`src/sv/deq_pkg.sv`:
```
// shared types and codes for the deque with value search
// no dependencies; imported by deq_mem, deq_ctrl, deque_with_value_search and the testbench
package deq_pkg;

  localparam int DATA_W  = 32;
  localparam int COUNT_W = 5;
  localparam int OP_W    = 3;
  localparam int STAT_W  = 2;
  // widest slot address over the supported capacity range
  localparam int MAX_AW  = 10;

  // operation codes
  localparam logic [OP_W-1:0] OP_PUSH_FRONT = 3'd0;
  localparam logic [OP_W-1:0] OP_PUSH_BACK  = 3'd1;
  localparam logic [OP_W-1:0] OP_POP_FRONT  = 3'd2;
  localparam logic [OP_W-1:0] OP_POP_BACK   = 3'd3;
  localparam logic [OP_W-1:0] OP_CONTAINS   = 3'd4;
  localparam logic [OP_W-1:0] OP_REMOVE     = 3'd5;

  // status codes
  localparam logic [STAT_W-1:0] ST_OK    = 2'd0;
  localparam logic [STAT_W-1:0] ST_FULL  = 2'd1;
  localparam logic [STAT_W-1:0] ST_EMPTY = 2'd2;

  // one write port and two read ports of the slot memory
  typedef struct packed {
    logic              we;
    logic [MAX_AW-1:0] waddr;
    logic [DATA_W-1:0] wdata;
    logic [MAX_AW-1:0] raddr0;
    logic [MAX_AW-1:0] raddr1;
  } mem_req_t;

  // finished result handed from the sequencer to the output register
  typedef struct packed {
    logic signed [DATA_W-1:0] front_value;
    logic signed [DATA_W-1:0] back_value;
    logic [COUNT_W-1:0]       entry_count;
    logic                     found;
    logic [STAT_W-1:0]        status;
  } res_t;

endpackage

```
`src/sv/deque_with_value_search.sv`:
```
// top level of the deque with value search: stream ports and result register
// depends on deq_pkg, deq_mem and deq_ctrl
//
// Usage: one slave-side transaction carries one operation, its code in s_tuser
// and its value in s_tdata. Each operation yields exactly one master-side
// transaction with the front and back values, count, found flag and status
// as the deque stands after the operation.
// Push, pop and unused codes go from acceptance straight to the result, and a
// new operation is taken only once that result is handed on: the update and
// the reads of front and back go to the slot memory together, and its
// registered read data then feeds the result.
// Contains compares the entries from the front (one memory read per cycle)
// until a match or the back, then passes a fetch state; on an empty deque it
// goes straight to the result. Remove then moves each entry behind the match
// toward the front, each move a read followed by a write through the memory port.
// Reset empties the deque at once; slot contents are not cleared.
// A result waiting in the output register does not block the next operation;
// if the receiver still stalls when that operation is done, the block holds
// it and s_tready stays low until the register frees.
module deque_with_value_search #(
  parameter int CAPACITY = 16
) (
  input  logic        clk,
  input  logic        rst,
  input  logic        s_tvalid,
  output logic        s_tready,
  input  logic [31:0] s_tdata,   // value[31:0]
  input  logic [2:0]  s_tuser,   // operation[2:0]
  output logic        m_tvalid,
  input  logic        m_tready,
  output logic [71:0] m_tdata    // front_value[31:0], back_value[63:32],
                                 // entry_count[68:64], found[69], status[71:70]
);
  import deq_pkg::*;

  mem_req_t          mreq;
  logic [DATA_W-1:0] rdata0;
  logic [DATA_W-1:0] rdata1;
  logic              res_valid;
  logic              res_ready;
  res_t              res;
  res_t              out_q;

  deq_mem #(
    .DEPTH (CAPACITY)
  ) u_mem (
    .clk    (clk),
    .req    (mreq),
    .rdata0 (rdata0),
    .rdata1 (rdata1)
  );

  deq_ctrl #(
    .CAPACITY (CAPACITY)
  ) u_ctrl (
    .clk       (clk),
    .rst       (rst),
    .in_valid  (s_tvalid),
    .in_ready  (s_tready),
    .in_op     (s_tuser),
    .in_value  (s_tdata),
    .mreq      (mreq),
    .rdata0    (rdata0),
    .rdata1    (rdata1),
    .res_valid (res_valid),
    .res_ready (res_ready),
    .res       (res)
  );

  // output register is free when empty or being drained
  assign res_ready = !m_tvalid || m_tready;

  always_ff @(posedge clk) begin
    if (rst) begin
      m_tvalid <= 1'b0;
    end else if (res_valid && res_ready) begin
      m_tvalid <= 1'b1;
    end else if (m_tready) begin
      m_tvalid <= 1'b0;
    end
  end

  always_ff @(posedge clk) begin
    if (res_valid && res_ready) begin
      out_q <= res;
    end
  end

  // pack the result, first field lowest
  assign m_tdata = {out_q.status, out_q.found, out_q.entry_count,
                    out_q.back_value, out_q.front_value};

endmodule

```
`src/sv/deq_mem.sv`:
```
// slot memory: one write port, two registered read ports, write-first on a collision
// depends on deq_pkg for the request struct
module deq_mem #(
  parameter int DEPTH = 16
) (
  input  logic                     clk,
  input  deq_pkg::mem_req_t        req,
  output logic [deq_pkg::DATA_W-1:0] rdata0,
  output logic [deq_pkg::DATA_W-1:0] rdata1
);
  import deq_pkg::*;

  localparam int AW = $clog2(DEPTH);

  logic [DATA_W-1:0] mem [DEPTH];
  logic [AW-1:0]     wa;
  logic [AW-1:0]     ra0;
  logic [AW-1:0]     ra1;

  assign wa  = req.waddr[AW-1:0];
  assign ra0 = req.raddr0[AW-1:0];
  assign ra1 = req.raddr1[AW-1:0];

  // write port
  always_ff @(posedge clk) begin
    if (req.we) begin
      mem[wa] <= req.wdata;
    end
  end

  // read ports, new data forwarded when the same slot is written
  always_ff @(posedge clk) begin
    rdata0 <= (req.we && (wa == ra0)) ? req.wdata : mem[ra0];
    rdata1 <= (req.we && (wa == ra1)) ? req.wdata : mem[ra1];
  end

endmodule

```
`src/sv/deq_ctrl.sv`:
```
// sequencer of the deque: ring pointers, push/pop fast path, search and shift loops
// depends on deq_pkg; drives the request port of deq_mem
module deq_ctrl #(
  parameter int CAPACITY = 16
) (
  input  logic                          clk,
  input  logic                          rst,
  input  logic                          in_valid,
  output logic                          in_ready,
  input  logic [deq_pkg::OP_W-1:0]      in_op,
  input  logic [deq_pkg::DATA_W-1:0]    in_value,
  output deq_pkg::mem_req_t             mreq,
  input  logic [deq_pkg::DATA_W-1:0]    rdata0,
  input  logic [deq_pkg::DATA_W-1:0]    rdata1,
  output logic                          res_valid,
  input  logic                          res_ready,
  output deq_pkg::res_t                 res
);
  import deq_pkg::*;

  localparam int AW = $clog2(CAPACITY);
  localparam int CW = $clog2(CAPACITY + 1);

  typedef enum logic [5:0] {
    S_IDLE     = 6'b000001,
    S_SCAN     = 6'b000010,
    S_SHIFT_RD = 6'b000100,
    S_SHIFT_WR = 6'b001000,
    S_FETCH    = 6'b010000,
    S_DONE     = 6'b100000
  } state_t;

  state_t              state, state_next;
  logic [AW-1:0]       head, head_next;
  logic [CW-1:0]       occ, occ_next;
  logic [CW-1:0]       idx, idx_next;
  logic [OP_W-1:0]     op_q, op_q_next;
  logic [DATA_W-1:0]   val_q, val_q_next;
  logic                found_q, found_q_next;
  logic [STAT_W-1:0]   status_q, status_q_next;

  logic                accept;
  logic [CW-1:0]       idx_inc;
  logic [AW-1:0]       we_addr;
  logic [AW-1:0]       ra0, ra1;
  logic [31:0]         occ_ext;

  // slot of a logical position counted from a base slot
  function automatic logic [AW-1:0] ring(input logic [AW-1:0] base, input logic [CW-1:0] off);
    logic [CW:0] sum;
    sum = (CW+1)'(base) + (CW+1)'(off);
    if (sum >= (CW+1)'(CAPACITY)) begin
      sum = sum - (CW+1)'(CAPACITY);
    end
    return sum[AW-1:0];
  endfunction

  // back position offset, guarded for an empty deque
  function automatic logic [CW-1:0] last_off(input logic [CW-1:0] n);
    return (n == '0) ? '0 : n - CW'(1);
  endfunction

  assign in_ready = (state == S_IDLE);
  assign accept   = in_valid && in_ready;
  assign idx_inc  = idx + CW'(1);

  // next state, pointer updates and memory requests
  always_comb begin
    state_next    = state;
    head_next     = head;
    occ_next      = occ;
    idx_next      = idx;
    op_q_next     = op_q;
    val_q_next    = val_q;
    found_q_next  = found_q;
    status_q_next = status_q;
    mreq.we       = 1'b0;
    we_addr       = '0;
    mreq.wdata    = in_value;
    ra0           = head;
    ra1           = ring(head, last_off(occ));

    case (state)
      S_IDLE: begin
        if (accept) begin
          op_q_next     = in_op;
          val_q_next    = in_value;
          found_q_next  = 1'b0;
          status_q_next = ST_OK;
          idx_next      = '0;
          state_next    = S_DONE;
          case (in_op)
            OP_PUSH_FRONT: begin
              if (occ >= CW'(CAPACITY)) begin
                status_q_next = ST_FULL;
              end else begin
                head_next = (head == '0) ? AW'(CAPACITY - 1) : head - AW'(1);
                occ_next  = occ + CW'(1);
                mreq.we   = 1'b1;
                we_addr   = head_next;
              end
            end
            OP_PUSH_BACK: begin
              if (occ >= CW'(CAPACITY)) begin
                status_q_next = ST_FULL;
              end else begin
                occ_next = occ + CW'(1);
                mreq.we  = 1'b1;
                we_addr  = ring(head, occ);
              end
            end
            OP_POP_FRONT: begin
              if (occ == '0) begin
                status_q_next = ST_EMPTY;
              end else begin
                head_next = ring(head, CW'(1));
                occ_next  = occ - CW'(1);
              end
            end
            OP_POP_BACK: begin
              if (occ == '0) begin
                status_q_next = ST_EMPTY;
              end else begin
                occ_next = occ - CW'(1);
              end
            end
            OP_CONTAINS, OP_REMOVE: begin
              if (occ != '0) begin
                state_next = S_SCAN;
              end
            end
            default: begin
            end
          endcase
          // front and back of the updated deque, read alongside the write
          ra0 = head_next;
          ra1 = ring(head_next, last_off(occ_next));
        end
      end

      // compare the slot read last cycle, read the next one
      S_SCAN: begin
        ra0 = ring(head, idx_inc);
        if (rdata0 == val_q) begin
          found_q_next = 1'b1;
          state_next   = (op_q == OP_REMOVE) ? S_SHIFT_RD : S_FETCH;
        end else if (idx_inc == occ) begin
          state_next = S_FETCH;
        end else begin
          idx_next = idx_inc;
        end
      end

      // close the gap: read the entry behind the hole
      S_SHIFT_RD: begin
        if (idx_inc < occ) begin
          ra0        = ring(head, idx_inc);
          state_next = S_SHIFT_WR;
        end else begin
          occ_next   = occ - CW'(1);
          state_next = S_FETCH;
        end
      end

      // move it one place toward the front
      S_SHIFT_WR: begin
        mreq.we    = 1'b1;
        we_addr    = ring(head, idx);
        mreq.wdata = rdata0;
        idx_next   = idx_inc;
        state_next = S_SHIFT_RD;
      end

      S_FETCH: begin
        state_next = S_DONE;
      end

      // reads repeat every cycle here, so the data holds while stalled
      S_DONE: begin
        if (res_ready) begin
          state_next = S_IDLE;
        end
      end

      default: begin
        state_next = S_IDLE;
      end
    endcase

    // slot addresses widened to the request port
    mreq.waddr  = MAX_AW'(we_addr);
    mreq.raddr0 = MAX_AW'(ra0);
    mreq.raddr1 = MAX_AW'(ra1);
  end

  // result of the finished transaction
  assign occ_ext         = 32'(occ);
  assign res_valid       = (state == S_DONE);
  assign res.front_value = (occ == '0) ? '0 : rdata0;
  assign res.back_value  = (occ == '0) ? '0 : rdata1;
  assign res.entry_count = occ_ext[COUNT_W-1:0];
  assign res.found       = found_q;
  assign res.status      = status_q;

  // control registers
  always_ff @(posedge clk) begin
    if (rst) begin
      state <= S_IDLE;
      head  <= '0;
      occ   <= '0;
    end else begin
      state <= state_next;
      head  <= head_next;
      occ   <= occ_next;
    end
  end

  // per-transaction registers
  always_ff @(posedge clk) begin
    idx      <= idx_next;
    op_q     <= op_q_next;
    val_q    <= val_q_next;
    found_q  <= found_q_next;
    status_q <= status_q_next;
  end

  // fill level and front pointer stay inside the ring
  a_occ_range: assert property (@(posedge clk) disable iff (rst)
    occ <= CW'(CAPACITY))
    else $error("occupancy above capacity");

  a_head_range: assert property (@(posedge clk) disable iff (rst)
    32'(head) < 32'(CAPACITY))
    else $error("front pointer outside the ring");

  // slots are written only by a push or by the shift loop
  a_write_src: assert property (@(posedge clk) disable iff (rst)
    mreq.we |-> (accept || (state == S_SHIFT_WR)))
    else $error("slot write outside push or shift");

  // a stalled result stays offered
  a_res_hold: assert property (@(posedge clk) disable iff (rst)
    (res_valid && !res_ready) |=> (res_valid && $stable(occ) && $stable(head)))
    else $error("pending result dropped or state moved");

  // an accepted push into a non-full deque grows it by one
  a_push_grow: assert property (@(posedge clk) disable iff (rst)
    (accept && (in_op == OP_PUSH_BACK || in_op == OP_PUSH_FRONT) && (occ < CW'(CAPACITY)))
    |=> (occ == $past(occ) + CW'(1)))
    else $error("push did not grow the deque");

endmodule

```
`config.mk`:
```
export PLATFORM = sky130hd
export DESIGN_NAME = deque_with_value_search
export DESIGN_NICKNAME = d
export VERILOG_FILES = /design/src/sv/deq_pkg.sv /design/src/sv/deque_with_value_search.sv /design/src/sv/deq_mem.sv /design/src/sv/deq_ctrl.sv
export SDC_FILE = /design/constraint.sdc
export NUM_CORES = 1
export LEC_CHECK = 0
export BUFFER_PORTS_ARGS = -buffer_cell sky130_fd_sc_hd__buf_2
export CORE_UTILIZATION = 50
export CTS_BUF_LIST = sky130_fd_sc_hd__clkbuf_4 sky130_fd_sc_hd__clkbuf_8 sky130_fd_sc_hd__clkbuf_16
export DETAILED_ROUTE_END_ITERATION = 8
export PLACE_DENSITY = 0.77
export REMOVE_ABC_BUFFERS = 1
export SKIP_LAST_GASP = 1
export SLEW_MARGIN = 20
export SYNTH_ARGS = -nofsm -noshare
export SYNTH_HDL_FRONTEND = slang
export SYNTH_SLANG_ARGS = --single-unit
```
`constraint.sdc`:
```
create_clock -name clk -period 5.5 [get_ports clk]
set_input_delay 1.1 -clock clk [delete_from_list [all_inputs] [get_ports clk]]
set_output_delay 1.1 -clock clk [all_outputs]
set_load 0.01 [all_outputs]
```
# [Word-level counts from Yosys, hierarchy flattened]
# Memories as Yosys holds them, arrays and structs flattened. A register that Yosys moved wholly into a read port is not among the register bits.
# Index checks and enable logic that the tools add are counted.
[totals] ram_bits=512 register_bits=131 input_bits=39 elab_cells=142 mem_count=1
[op_classes] mux=60 n_addsub=17 n_eq_ne=21 n_reduce_logical=21 magnitude_cmp=8
[mem_list] name="u_mem.mem" depth=16 width=32 rd=2 rd_ports_with_merged_regs=2 write_ports=1 line="deq_mem.sv:15" text="logic [DATA_W-1:0] mem [DEPTH];"
[op_table] op="$mux W4" n=18
[op_table] op="$mux W5" n=13
[op_table] op="$mux W6" n=6
[op_table] op="$pmux W6 S6" n=1
[op_table] op="$eq A32 B32 Y1" n=1
[op_table] op="$mux W32" n=1
[op_table] op="$add A4 B5 Y6" n=5
[op_table] op="$ge A6 B5 Y1 const B" n=5
[op_table] op="$sub A4 B1 Y4 const B" n=7
[op_table] op="$pmux W4 S2" n=3
[op_table] op="$pmux W5 S2" n=2
[op_table] op="$pmux W5 S3" n=1
[op_table] op="$pmux W4 S3" n=1
[op_table] op="$add A5 B1 Y5 const B" n=2
[op_table] op="$ge A5 B5 Y1 const B" n=2
[op_table] op="$logic_not A5 Y1" n=2
[op_table] op="$mux W1" n=10
[op_table] op="$sub A5 B1 Y5 const B" n=2
[op_table] op="$eq A3 B3 Y1 const B" n=3
[op_table] op="$reduce_and A3 Y1" n=3
[op_table] op="$ne A2 B2 Y1 const B" n=4
[op_table] op="$eq A3 B2 Y1 const B" n=2
[op_table] op="$eq A6 B1 Y1 const B" n=1
[op_table] op="$eq A6 B2 Y1 const B" n=1
[op_table] op="24 further kinds" n=31

# [Longest topological paths before layout]
[logic_depth] depth_word=12 ltp_mapped=20 depth_no_buf=18

# [Hierarchy]
# From an unflattened synthesis, not the netlist that was laid out.
[unflattened] hier_cells=1771 hier_area_um2=30322.8
[by_module_without_submodules] mod="deq_mem" area_each_um2=23082.1 cells_each=1085 seq_area_each_um2=15534.9 instances=1
[by_module_without_submodules] mod="deq_ctrl" area_each_um2=5023.6 cells_each=609 seq_area_each_um2=1591.5 instances=1
[by_module_without_submodules] mod="deque_with_value_search" area_each_um2=2217.1 cells_each=77 seq_area_each_um2=2182.1 instances=1

# [Worst setup path before layout]
# OpenSTA, ideal clock, no wires.
[synth_path] path_kind="in2reg" from="input m_tready" to="register out_q (netlist bit m_tdata[0]), enable pin" setup_ps=510 path_stages=2 slack_ps=543 t_arrival_ps=4447 cell_sequence="nand2b_1 > nor2b_1"
[synth_between] elab_chain_cells=2
[synth_lines] element="start, declared" line="deque_with_value_search.sv:30" text="input logic m_tready,"
[synth_lines] element="$logic_or A1 B1 Y1" line="deque_with_value_search.sv:71" text="assign res_ready = !m_tvalid || m_tready;"
[synth_lines] element="$logic_and A1 B1 Y1" line="deque_with_value_search.sv:84" text="if (res_valid && res_ready) begin"
[synth_lines] element="end signal, assigned" line="deque_with_value_search.sv:85" text="out_q <= res;"
[synth_lines] element="end, declared" line="deque_with_value_search.sv:42" text="res_t out_q;"
# No other way between the ends.
# A chain may end at the register's enable or synchronous reset.

==> reports/summary.json <==
{
  "drt": {
    "detail_route.vias_per_cell": 6.75,
    "first_iter_violations": 2283,
    "final_antenna_net_count": 0,
    "route.final.wire_length_um": 81400,
    "wire_per_inst_um": 29.7,
    "drc": 0,
    "drt_first_pass_iters": 6,
    "route.vias.total": 18500
  },
  "min_path": {
    "holdCritPathClass": "register to register",
    "timing.hold.worst_endpoint": "m_tdata[70]",
    "hold_path.startpoint": "u_ctrl.status_q[0]",
    "min_path_cells": 0
  },
  "clocking": {
    "clk_transition_reported_paths_ns": 0.06,
    "insertion_delay_ns": 0.61,
    "cts_resized": 0,
    "ctsLongestPathBuffers": 3,
    "cts_htree_levels": 3,
    "postCtsSetupRepairBufs": 0,
    "clock_sink_count": 651,
    "cts_hold_buf": 0,
    "cts_inserted_buffers": 67,
    "clock_tree.root_cell": "clkbuf_16",
    "tritoncts": "yes"
  },
  "critical_path": {
    "critical_path.reg2reg.endpoint": "u_ctrl.idx[0]",
    "register_to_register_path_depth": 9,
    "worst-r2r-setup-slack_ns": 1.22,
    "critPathCaptureType": "register",
    "critPathMaxFanout": 53,
    "critical_path_data_arrival_time_ns": 4.53,
    "timing_worst_setup_path_type": "register to register",
    "start_kind": "register",
    "req_time_crit_path_ns": 5.75
  },
  "sta": {
    "fin_crit_ns": 4.28,
    "finalHoldWorstSlack_ns": 0.436,
    "final-max-slew-violation-count": 0,
    "achievable-frequency_ghz": 0.234,
    "rsz0062_at_grt": "no",
    "fin_ws_ns": 1.22,
    "timing_hold_violations_final": 0,
    "timing_worst_slew_pin_value_ns": 1.09,
    "finalCritPeriodShare_pct": 77.8,
    "timing.slew.headroom_pct": 27.1,
    "setup_viol_count_final": 0,
    "skew_ns": 0.0390
  },
  "yosys": {
    "synth_enable_flop_cells": 627,
    "postSynthCellCount": 1787,
    "post-synth-top-area-fraction_pct": 61.1,
    "avgSynthCellArea_um2": 17.3,
    "synth.most_common_cell": "edfxtp_1",
    "post_synthesis_sequential_element_count": 651,
    "ys_seq_area_share_pct": 62.6,
    "synthesis.area_mm2": 0.0308,
    "top_cell_type_by_total_area_after_synthesis": "edfxtp_1",
    "yosysUniqueCellTypes": 63,
    "ys_top_cells_by_area": "edfxtp_1, mux4_2, mux2i_1, dfxtp_1, mux4_1",
    "synth_flop_cell": "edfxtp_1",
    "yosysWarnings": 0,
    "yosys-top-cells-count": "edfxtp_1, mux4_2, nand2_1, mux2i_1, nor2_1",
    "async_flop_share_pct": 0
  },
  "floorplanning": {
    "initial_utilization_pct": 50.8,
    "io_pins": 113,
    "floorplan.die.width_um": 250,
    "die_h_um": 250,
    "fp.dieArea_mm2": 0.0627,
    "floorplan.core_area_mm2": 0.0607,
    "rows": 90
  },
  "grt": {
    "global_route_wire_length_before_repair_um": 120000,
    "overflow_left_after_global_routing": 0,
    "grt_max_degree": 102,
    "track_usage_pct": 26.1,
    "number_of_global_route_vias_before_repair": 18600,
    "grt_use_met2_pct": 40.9,
    "number_of_antenna_violations_at_the_first_check_in_global_routing": 0,
    "globalRouteMet3Util_pct": 6.18,
    "grtUsageMet1_pct": 35.2,
    "grt.busiest_layer": "met2"
  },
  "power_and_ir_drop": {
    "cell_internal_pwr_mw": 10.3,
    "seq_power_share_pct": 40.7,
    "switchingPower_mw": 4.21,
    "power.share.switching_pct": 28.9,
    "p_per_area_mw_per_mm2": 418,
    "vdd.ir_drop.worst_v": 0.000357,
    "total_power_mw": 14.5,
    "cellLeakagePower_nw": 11.4,
    "power.clock.fraction_pct": 32.4,
    "comb_power_share_pct": 26.9
  },
  "finish": {
    "syn_to_final_growth_pct": 12.8,
    "seqCellArea_mm2": 0.0193,
    "multi_input_area_mm2": 0.0110,
    "n_fill_cell": 4352,
    "drive_gt1_share_pct": 29.0,
    "fin_nets": 1984,
    "antennaDiodeCount": 0
  },
  "placement": {
    "place_congestion": 0.892,
    "port-buffer-count": 112,
    "dp_wirelength_um": 47400,
    "place_ws_ns": 1.34
  },
  "outcome": {
    "result_of_the_run": "finished clean"
  },
  "job": {
    "max_cap_viol_count": 0
  }
}
## kinds of logic (layout without fill, tap and decap cells)
| logic type | count (synthesis) | after routing | synth area share [%] |
|---|---|---|---|
| XOR/XNOR | 59 | 59 | 1.68 |
| AO/OA/AOI/OAI | 198 | 198 | 4.17 |
| multiplexers | 361 | 361 | 22.3 |
| AND/OR/NAND/NOR | 344 | 344 | 5.49 |
| adder cells (fa/ha/maj) | 34 | 34 | 1.50 |
| buffers and inverters | 140 | 313 | 2.27 |
| flip-flops | 651 | 651 | 62.6 |
## worst max-delay path: stages (launching register included)
cell,delay [ns]
dfxtp_4,0.86
nor2b_1,0.87
a22oi_1,0.25
and3_1,0.23
o21ai_0,0.17
nor4_1,0.07
a21oi_1,0.52
nor4_4,0.17
and2_2,0.24
a21oi_1,0.43
## placed cells by master, fill, tap and decap left out, types with 9 or more instances in the layout
cell,Yosys,final
nand2b_1,11,11
o21ai_0,45,43
edfxtp_1,627,627
nor2_4,0,16
a22oi_1,19,19
buf_4,7,48
clkbuf_4,0,9
buf_12,3,12
mux2i_1,94,94
and3_1,12,12
nand3_1,18,18
a221oi_1,13,13
mux4_1,18,18
inv_1,20,18
nor3_1,11,11
xnor2_1,40,40
nand2_1,106,106
mux2_2,14,14
nor2_1,85,69
buf_2,16,112
mux4_2,235,235
clkinv_2,0,11
a21oi_1,42,42
a31oi_1,22,22
clkbuf_16,0,71
xor2_1,19,19
nor2b_1,12,11
clkinv_1,3,10
ha_1,29,29
and2_1,51,51
dfxtp_1,24,16
## per-layer routing
metal,vias to the layer above,wire [µm]
li1,7534,-
met1,9489,30600
met2,1299,38600
met3,193,9260
met4,0,2970
met5,-,0
## cell type report
class | count | share of cell area [%]
multi-input cells | 996 | 31.5
flip-flops and latches | 651 | 55.6
repair buffers | 172 | 3.34
clock inverters | 38 | 1.21
clock buffers | 80 | 5.30
inverters | 23 | 0.248
well taps | 782 | 2.81
## stage by stage
stage          TNS, ns  util, %  cell area [µm²]  std cells
2_1_floorplan  -819.17        -            30200       1670
3_3_place_gp         0     53.6            32500       2624
3_5_place_dp         0     53.6            32500       2624
4_1_cts              0     57.3            34800       2742
5_1_grt              0     57.3            34800       2742
6_report             0     57.3            34800       2742
## power groups by stage
stage	combinational, mW	sequential [mW]	clock (mW)
6_report	3.91	5.92	4.71
5_1_grt	4.14	5.95	4.93
4_1_cts	3.91	5.92	4.75
3_5_place_dp	3.87	6.03	0
3_3_place_gp	3.81	6.02	0
2_1_floorplan	2.76	6.32	0
## flip-flops by register name, summed over array words and instances (netlist names), named ones only
signal,count
u_ctrl.op_q,3
u_mem.mem,512
u_ctrl.found_q,1
u_ctrl.val_q,32
m_tvalid,1
m_tdata,72
u_ctrl.idx,5
u_ctrl.occ,5
u_ctrl.head,4
u_ctrl.status_q,2
u_ctrl.state,6
## worst max-delay path by stage
stage	slack, ns	cells past startpoint	endpoint	start
after floorplan	-2.24	9	u_ctrl.idx[0]	register
after global placement	1.46	9	u_ctrl.idx[1]	register
after detailed placement	1.34	9	u_ctrl.idx[3]	register
after CTS	1.33	9	u_ctrl.idx[0]	register
after global routing	0.99	17	register	u_ctrl.occ[0]
final	1.22	9	u_ctrl.idx[0]	register
Note: power is estimated with default switching activity, not from simulation.
